File: src/fcpid_pkg.sv
package fcpid_pkg;

    // Field widths fixed by the stream format.
    localparam int POS_W   = 16;
    localparam int GAIN_W  = 16;
    localparam int ERR_W   = 17;
    localparam int INT_W   = 18;
    localparam int DIFF_W  = 18;
    localparam int CLAMP_W = 8;
    localparam int DRV_W   = 8;
    localparam int PROD_W  = 34;
    localparam int SUM_W   = 36;
    localparam int FRAC_W  = 8;
    localparam int RAW_W   = SUM_W - FRAC_W;
    localparam int CFG_W   = 2;
    localparam int CH_W    = 2;

    // Symmetric limits for the stored integral as it is read back, and for the drive.
    localparam logic signed [CLAMP_W-1:0] INT_LIMIT = 8'sd100;
    localparam logic signed [DRV_W-1:0]   DRV_LIMIT = 8'sd100;

    // Configuration register indexes.
    typedef enum logic [CFG_W-1:0] {
        CFG_KP = 2'd0,
        CFG_KI = 2'd1,
        CFG_KD = 2'd2
    } t_cfg_index;

    // Per-channel loop state held in the state memory.
    typedef struct packed {
        logic [INT_W-1:0] integral;
        logic [ERR_W-1:0] prev_error;
        logic [POS_W-1:0] prev_target;
    } t_chan_state;

endpackage

File: src/fcpid_state_mem.sv
module fcpid_state_mem #(
    parameter int DEPTH = 4,
    parameter int AW    = 2
) (
    input  logic                      i_clk,
    input  logic                      i_rst_n,
    input  logic                      i_rd_en,
    input  logic [AW-1:0]             i_rd_addr,
    output fcpid_pkg::t_chan_state    o_rd_data,
    input  logic                      i_wr_en,
    input  logic [AW-1:0]             i_wr_addr,
    input  fcpid_pkg::t_chan_state    i_wr_data
);

    fcpid_pkg::t_chan_state r_mem [DEPTH];
    fcpid_pkg::t_chan_state r_rd_data;
    logic [DEPTH-1:0]       r_vld;
    logic                   r_rd_vld;

    // Entry storage and registered read; a read at the write address sees the old entry.
    always_ff @(posedge i_clk) begin
        if (i_wr_en) begin
            r_mem[i_wr_addr] <= i_wr_data;
        end
        if (i_rd_en) begin
            r_rd_data <= r_mem[i_rd_addr];
        end
    end

    // Written flags: an entry never written since reset reads as zero.
    always_ff @(posedge i_clk) begin
        if (!i_rst_n) begin
            r_vld    <= '0;
            r_rd_vld <= 1'b0;
        end else begin
            if (i_rd_en) begin
                r_rd_vld <= r_vld[i_rd_addr];
            end
            if (i_wr_en) begin
                r_vld[i_wr_addr] <= 1'b1;
            end
        end
    end

    assign o_rd_data = r_rd_vld ? r_rd_data : '0;

endmodule

File: src/four_channel_position_pid.sv
// Channel      Direction  Handshake                         Payload
// s_axis       in         i_s_axis_tvalid / o_s_axis_tready tuser: channel; tdata: target, measured
// m_axis       out        o_m_axis_tvalid / i_m_axis_tready tdata: drive
// cfg          in         i_cfg_valid / o_cfg_ready         i_cfg_index, i_cfg_data (gains)
//
// One request is accepted per cycle unless stalled; the drive is registered stage by stage.
// The state memory is read on acceptance and written back when stage 1 moves on, and
// a back-to-back request on the same channel takes the written value by forwarding.
// Reset clears the gains, the pipeline and the per-channel written flags at once.
// A stalled output fills the pipeline bubbles first; the input stalls only when it is full.
module four_channel_position_pid #(
    parameter int CHANNELS = 4
) (
    input  logic        i_clk,
    input  logic        i_rst_n,
    input  logic        i_s_axis_tvalid,
    output logic        o_s_axis_tready,
    input  logic [1:0]  i_s_axis_tuser,   // [1:0] channel
    input  logic [31:0] i_s_axis_tdata,   // [15:0] target_position, [31:16] measured_position
    output logic        o_m_axis_tvalid,
    input  logic        i_m_axis_tready,
    output logic [7:0]  o_m_axis_tdata,   // [7:0] drive
    input  logic        i_cfg_valid,
    output logic        o_cfg_ready,
    input  logic [1:0]  i_cfg_index,
    input  logic [15:0] i_cfg_data
);

    localparam int AW = (CHANNELS > 1) ? $clog2(CHANNELS) : 1;
    localparam int RW = ((AW > fcpid_pkg::CH_W) ? AW : fcpid_pkg::CH_W) + 1;

    localparam int POS_W   = fcpid_pkg::POS_W;
    localparam int ERR_W   = fcpid_pkg::ERR_W;
    localparam int INT_W   = fcpid_pkg::INT_W;
    localparam int DIFF_W  = fcpid_pkg::DIFF_W;
    localparam int CLAMP_W = fcpid_pkg::CLAMP_W;
    localparam int DRV_W   = fcpid_pkg::DRV_W;
    localparam int PROD_W  = fcpid_pkg::PROD_W;
    localparam int SUM_W   = fcpid_pkg::SUM_W;
    localparam int FRAC_W  = fcpid_pkg::FRAC_W;
    localparam int RAW_W   = fcpid_pkg::RAW_W;
    localparam int GAIN_W  = fcpid_pkg::GAIN_W;

    // Gains
    logic [GAIN_W-1:0] r_kp, r_ki, r_kd;

    // Pipeline valids and handshakes
    logic r_s1_vld, r_s2_vld, r_s3_vld, r_s4_vld, r_o_vld;
    logic w_o_adv, w_s4_adv, w_s3_adv, w_s2_adv, w_s1_adv, w_accept;

    // Stage 0
    logic [RW-1:0]    n_ch_mod;
    logic [AW-1:0]    w_rd_addr;
    logic [POS_W-1:0] w_tgt, w_meas;
    logic [ERR_W-1:0] w_err;

    // Stage 1
    logic [AW-1:0]          r_s1_ch;
    logic [POS_W-1:0]       r_s1_tgt;
    logic [ERR_W-1:0]       r_s1_err;
    logic                   r_fwd_hit;
    fcpid_pkg::t_chan_state r_fwd_data;
    fcpid_pkg::t_chan_state w_rd_data, w_cur, n_state;
    logic                   w_changed;
    logic [CLAMP_W-1:0]     w_int_clamp;
    logic [ERR_W-1:0]       w_prev_err;
    logic [INT_W-1:0]       n_integ;
    logic [DIFF_W-1:0]      n_diff;
    logic                   w_wr_en;

    // Stage 2
    logic [ERR_W-1:0]  r_s2_err;
    logic [INT_W-1:0]  r_s2_integ;
    logic [DIFF_W-1:0] r_s2_diff;
    logic              r_s2_one;

    // Stage 3
    logic signed [PROD_W-1:0] r_s3_pp, r_s3_pi, r_s3_pd;
    logic                     r_s3_one;

    // Stage 4
    logic signed [SUM_W-1:0] r_s4_sum;
    logic                    r_s4_one;
    logic signed [SUM_W-1:0] w_sum_adj;
    logic signed [RAW_W-1:0] w_raw;
    logic signed [DRV_W-1:0] w_clamped;
    logic [DRV_W-1:0]        n_drive;

    // Output
    logic [DRV_W-1:0] r_o_drive;

    // Configuration writes are always taken.
    assign o_cfg_ready = 1'b1;

    always_ff @(posedge i_clk) begin
        if (!i_rst_n) begin
            r_kp <= '0;
            r_ki <= '0;
            r_kd <= '0;
        end else if (i_cfg_valid) begin
            case (fcpid_pkg::t_cfg_index'(i_cfg_index))
                fcpid_pkg::CFG_KP: r_kp <= i_cfg_data;
                fcpid_pkg::CFG_KI: r_ki <= i_cfg_data;
                fcpid_pkg::CFG_KD: r_kd <= i_cfg_data;
                default: ;
            endcase
        end
    end

    // Each stage moves on when it is empty or the stage after it moves on.
    assign w_o_adv  = !r_o_vld  || i_m_axis_tready;
    assign w_s4_adv = !r_s4_vld || w_o_adv;
    assign w_s3_adv = !r_s3_vld || w_s4_adv;
    assign w_s2_adv = !r_s2_vld || w_s3_adv;
    assign w_s1_adv = !r_s1_vld || w_s2_adv;
    assign w_accept = i_s_axis_tvalid && w_s1_adv;
    assign o_s_axis_tready = w_s1_adv;

    // Stage 0: wrap the channel number and form the error.
    always_comb begin
        n_ch_mod = RW'(i_s_axis_tuser);
        for (int k = 0; k < 3; k++) begin
            if (n_ch_mod >= RW'(CHANNELS)) begin
                n_ch_mod = n_ch_mod - RW'(CHANNELS);
            end
        end
    end

    assign w_rd_addr = n_ch_mod[AW-1:0];
    assign w_tgt     = i_s_axis_tdata[POS_W-1:0];
    assign w_meas    = i_s_axis_tdata[2*POS_W-1:POS_W];
    assign w_err     = {w_meas[POS_W-1], w_meas} - {w_tgt[POS_W-1], w_tgt};

    fcpid_state_mem #(
        .DEPTH (CHANNELS),
        .AW    (AW)
    ) u_state_mem (
        .i_clk     (i_clk),
        .i_rst_n   (i_rst_n),
        .i_rd_en   (w_accept),
        .i_rd_addr (w_rd_addr),
        .o_rd_data (w_rd_data),
        .i_wr_en   (w_wr_en),
        .i_wr_addr (r_s1_ch),
        .i_wr_data (n_state)
    );

    // Stage 1: pick the freshest state, apply target change and integral clamp.
    assign w_cur     = r_fwd_hit ? r_fwd_data : w_rd_data;
    assign w_changed = (r_s1_tgt != w_cur.prev_target);

    always_comb begin
        if ($signed(w_cur.integral) > $signed(INT_W'(fcpid_pkg::INT_LIMIT))) begin
            w_int_clamp = fcpid_pkg::INT_LIMIT;
        end else if ($signed(w_cur.integral) < -$signed(INT_W'(fcpid_pkg::INT_LIMIT))) begin
            w_int_clamp = -fcpid_pkg::INT_LIMIT;
        end else begin
            w_int_clamp = w_cur.integral[CLAMP_W-1:0];
        end
        if (w_changed) begin
            w_int_clamp = '0;
        end
    end

    assign w_prev_err = w_changed ? '0 : w_cur.prev_error;
    assign n_integ    = {{(INT_W-CLAMP_W){w_int_clamp[CLAMP_W-1]}}, w_int_clamp}
                      + {{(INT_W-ERR_W){r_s1_err[ERR_W-1]}}, r_s1_err};
    assign n_diff     = {{(DIFF_W-ERR_W){r_s1_err[ERR_W-1]}}, r_s1_err}
                      - {{(DIFF_W-ERR_W){w_prev_err[ERR_W-1]}}, w_prev_err};

    assign n_state.integral    = n_integ;
    assign n_state.prev_error  = r_s1_err;
    assign n_state.prev_target = r_s1_tgt;
    assign w_wr_en             = r_s1_vld && w_s2_adv;

    // Stage 4: truncate toward zero, clamp and negate; an error of plus or minus one gives zero.
    assign w_sum_adj = r_s4_sum[SUM_W-1] ? (r_s4_sum + SUM_W'(2**FRAC_W - 1)) : r_s4_sum;
    assign w_raw     = w_sum_adj[SUM_W-1:FRAC_W];

    always_comb begin
        if (w_raw > RAW_W'(fcpid_pkg::DRV_LIMIT)) begin
            w_clamped = fcpid_pkg::DRV_LIMIT;
        end else if (w_raw < -RAW_W'(fcpid_pkg::DRV_LIMIT)) begin
            w_clamped = -fcpid_pkg::DRV_LIMIT;
        end else begin
            w_clamped = w_raw[DRV_W-1:0];
        end
    end

    assign n_drive = r_s4_one ? '0 : DRV_W'(-w_clamped);

    // Pipeline valids.
    always_ff @(posedge i_clk) begin
        if (!i_rst_n) begin
            r_s1_vld <= 1'b0;
            r_s2_vld <= 1'b0;
            r_s3_vld <= 1'b0;
            r_s4_vld <= 1'b0;
            r_o_vld  <= 1'b0;
        end else begin
            if (w_s1_adv) r_s1_vld <= i_s_axis_tvalid;
            if (w_s2_adv) r_s2_vld <= r_s1_vld;
            if (w_s3_adv) r_s3_vld <= r_s2_vld;
            if (w_s4_adv) r_s4_vld <= r_s3_vld;
            if (w_o_adv)  r_o_vld  <= r_s4_vld;
        end
    end

    // Pipeline payload.
    always_ff @(posedge i_clk) begin
        if (w_accept) begin
            r_s1_ch    <= w_rd_addr;
            r_s1_tgt   <= w_tgt;
            r_s1_err   <= w_err;
            r_fwd_hit  <= w_wr_en && (r_s1_ch == w_rd_addr);
            r_fwd_data <= n_state;
        end
        if (w_s2_adv) begin
            r_s2_err   <= r_s1_err;
            r_s2_integ <= n_integ;
            r_s2_diff  <= n_diff;
            r_s2_one   <= (r_s1_err == ERR_W'(1)) || (r_s1_err == {ERR_W{1'b1}});
        end
        if (w_s3_adv) begin
            r_s3_pp  <= $signed(r_kp) * $signed(r_s2_err);
            r_s3_pi  <= $signed(r_ki) * $signed(r_s2_integ);
            r_s3_pd  <= $signed(r_kd) * $signed(r_s2_diff);
            r_s3_one <= r_s2_one;
        end
        if (w_s4_adv) begin
            r_s4_sum <= SUM_W'(r_s3_pp) + SUM_W'(r_s3_pi) + SUM_W'(r_s3_pd);
            r_s4_one <= r_s3_one;
        end
        if (w_o_adv) begin
            r_o_drive <= n_drive;
        end
    end

    assign o_m_axis_tvalid = r_o_vld;
    assign o_m_axis_tdata  = r_o_drive;

endmodule

File: config.mk
export PLATFORM = sky130hd
export DESIGN_NAME = four_channel_position_pid
export DESIGN_NICKNAME = d
export VERILOG_FILES = /design/src/fcpid_pkg.sv /design/src/fcpid_state_mem.sv /design/src/four_channel_position_pid.sv
export SDC_FILE = /design/constraint.sdc
export NUM_CORES = 2
export LEC_CHECK = 0
export ABC_AREA = 1
export ABC_CLOCK_PERIOD_IN_PS = 40000
export BUFFER_PORTS_ARGS = -buffer_cell sky130_fd_sc_hd__clkbuf_2
export CORE_MARGIN = 4
export CORE_UTILIZATION = 65
export DETAILED_ROUTE_END_ITERATION = 7
export GPL_TIMING_DRIVEN = 0
export PLACE_DENSITY = 0.81
export SLEW_MARGIN = 30
export SYNTH_ARGS = -nofsm -noshare
export SYNTH_HDL_FRONTEND = slang
export SYNTH_HIERARCHICAL = 1
export SYNTH_SLANG_ARGS = --single-unit
File: constraint.sdc
create_clock -name i_clk -period 40 [get_ports i_clk]
set_input_delay 8 -clock i_clk [delete_from_list [all_inputs] [get_ports i_clk]]
set_output_delay 8 -clock i_clk [all_outputs]
set_load 0.005 [all_outputs]
==> metrics.cfg <==
[floorplan]
placementRows = 111
start_util_pct = 65.7
die_w_um = 313
die_y_um = 313
dieArea_sq_um = 97900
pin_count = 68
core_sq_um = 91900

[place]
dp_hpwl_um = 126000
io_buffers = 66
dpl_cell_area_sq_um = 62600
gp_congestion = 0.962

[cts]
cts.htree.levels = 2
clock_path_buffers = 3
clkSinkCount = 601
ctsResizeCount = 0
cts_hold_buffers = 0
post_cts_buffers = 0
cts_tree = done
clockRootBuffer = clkbuf_16
clk_pin_slew_ps = 60
insertion_delay_ps = 660
cts_buffers = 58

[status]
outcome = finished clean

[yosys]
async_reset_ff_share_pct = 0
synth_area_sq_um = 60400
syn_area_per_cell_sq_um = 9.28
ys_types = 60
ys_ff_latch = 601
synth-edff-count = 543
ys_seq_area_share_pct = 28.9
synth_top_area_cell = fa_1
syn_inst = 6514
synth_ff_type = edfxtp_1
synth_top_area_share_pct = 29.6
syn_nets = 7806
post-synth-top-count-cell = inv_1
synth_commonest_cells = inv_1, nand2_1, fa_1, edfxtp_1, ha_1
yosysWarnings = 6
yosys-top-cells-area = fa_1, edfxtp_1, inv_1

[timing]
worst_pin_slew_ps = 900
maxSlewViolCount = 0
setup_viol = 0
final.setup_skew_ps = 64.8
finalHoldViolations = 0
maxSlewHeadroom_pct = 39.5
min_period_over_period_pct = 47.7
fin_tns_setup_ps = 0
fmax_ghz = 0.0524
fin_crit_ps = 19080
rsz0062_at_grt = no

[global_route]
grt.overflow.total = 0
grt_pass1_vias = 46500
grt_pass1_wl_um = 249000
grt_max_degree = 79
antenna_found_initial = 0
grt_use_total_pct = 32.8

[critical_path]
r2r_cells = 24
critPathKind = in2out
r2r-start = r_s2_diff[7]$_DFFE_PP_
r2r-end = r_s3_pd[33]$_DFFE_PP_
startpoint_type = input pin
endpoint_kind = primary output
worstPathMaxFanout = 78
cp_data_required_time_ps = 32000
reg2reg_slack_ps = 32440
crit_arrival_ps = 11080

[route]
vias = 44600
drtIter0Drc = 4705
drtPass1Iterations = 8
ant_nets = 0
wl_um = 157000
via_per_inst = 5.61
routedWlPerCell_um = 19.8
route.detailed.drc = 0

[min_path]
hold-path-endpoint = u_state_mem/r_vld[2]$_SDFFE_PN0P_
holdPathStages = 1
holdCritPathClass = reg2reg
min_from = u_state_mem/r_vld[2]$_SDFFE_PN0P_

[cells_and_area]
nets = 7941
final_core_util_pct = 70.1
diodes = 0
fillers = 6732
finalInstanceArea_sq_um = 64500
areaGrowthSynthToFinish_pct = 6.65
drive_above_1_share_pct = 5.02

[pwr]
clock_power_share_pct = 15.8
switchingPower_mw = 1.58
p_leak_nw = 33.3
power_frac_comb_pct = 55.6
powerDensity_nw_per_um2 = 53.2
ir_drop_mv = 0.0615
seqPwrFrac_pct = 28.6
p_int_mw = 1.85
p_sw_share_pct = 46.2

[job]
max-cap-violations = 0

-- cell families (layout without fill, tap and decap cells) --
logic type / count (synthesis) / after routing / synth area share (%)
compound gates: 617 / 617 / 5.99
xor+xnor: 213 / 213 / 3.09
fa+ha+maj: 1235 / 1235 / 36.7
buf+inv: 1909 / 2092 / 12.0
flops: 601 / 601 / 28.9
mux: 10 / 10 / 0.166
other cells: 1 / 1 / 0.00621
simple gates: 1928 / 1928 / 13.1
-- cells in the final DEF, fill, tap and decap left out, types with 12 or more instances in the layout --
master	n
fa_1	894
clkbuf_16	60
nand4_1	30
inv_1	1636
nor2_2	22
nand2_2	20
o21a_1	13
ha_1	341
o21ai_0	236
or2_2	12
nand3_1	85
dfxtp_1	58
nand2_1	1352
clkbuf_2	66
o21ai_1	16
buf_1	14
o22ai_1	20
clkinv_1	17
a21oi_1	204
edfxtp_1	543
nor3_1	21
o22ai_2	31
buf_2	21
nor2_4	29
a21boi_0	16
nor2_1	326
clkbuf_1	216
a31oi_1	25
xnor2_1	77
xor2_1	136
-- routing by layer --
layer	up-vias	global-route usage (%)	wire (um)
met5	-	0	0
met1	21900	43.7	59900
met4	0	14.3	8010
met3	466	5.96	15400
li1	19900	-	-
met2	2297	53.3	73900
-- worst max path at each step --
stage / from / slack, ps / end
after floorplan: i_m_axis_tready / 19130 / o_s_axis_tready
after global placement: i_m_axis_tready / 15750 / u_state_mem/r_rd_vld$_SDFFE_PN0P_
after detailed placement: i_m_axis_tready / 20920 / o_s_axis_tready
after CTS: i_m_axis_tready / 20900 / o_s_axis_tready
after global routing: i_m_axis_tready / 20610 / o_s_axis_tready
final: i_m_axis_tready / 20920 / o_s_axis_tready
-- power by group through the flow --
stage               Combinational (mW)  Clock, mW  Sequential, mW
floorplan                         1.34          0           0.935
global placement                  1.82          0           0.993
detailed placement                1.87          0           0.992
CTS                               1.88      0.546           0.980
global route                      2.13      0.574           0.987
finish                            1.91      0.542           0.981
-- registers in the layout, summed over array words and instances (netlist names), 17 cells and up --
| name | flops |
|---|---|
| r_s3_pi | 34 |
| r_s2_integ | 18 |
| r_s4_sum | 36 |
| r_s3_pp | 33 |
| r_s1_err | 17 |
| u_state_mem/r_mem | 204 |
| r_fwd_data | 51 |
| r_s3_pd | 34 |
| u_state_mem/r_rd_data | 51 |
| r_s2_err | 17 |
| r_s2_diff | 18 |
-- worst max-delay path: stages --
cell	delay, ps
clkbuf_2	70
nor2_1	30
inv_1	270
nor2_1	90
inv_2	590
nor2_1	200
inv_6	280
buf_16	350
nor2_1	210
inv_4	350
buf_12	270
nor2_1	110
inv_1	90
clkbuf_2	110
-- through the flow --
stage | std cells | hold WS [ps] | worst slack, ps | power, mW
finish | 7940 | 469 | 20920 | 3.43
global route | 7940 | 479 | 20610 | 3.69
CTS | 7940 | 467 | 20900 | 3.41
detailed placement | 7832 | 453 | 20920 | 2.86
global placement | 7823 | 409 | 15750 | 2.81
floorplan | 6514 | 400 | 19130 | 2.27
-- area by class of cell --
class | instances | area (sq um) | area share [%]
clock buffers | 72 | 1560 | 2.41
flip-flops and latches | 601 | 17500 | 27.1
well taps | 1243 | 1560 | 2.41
repair buffers | 75 | 558 | 0.866
inverters | 1658 | 6240 | 9.69
clock inverters | 36 | 327 | 0.507
plain buffers | 251 | 1050 | 1.63
multi-input cells | 4004 | 35700 | 55.4
No activity file was read; power rests on OpenSTA's default activity.
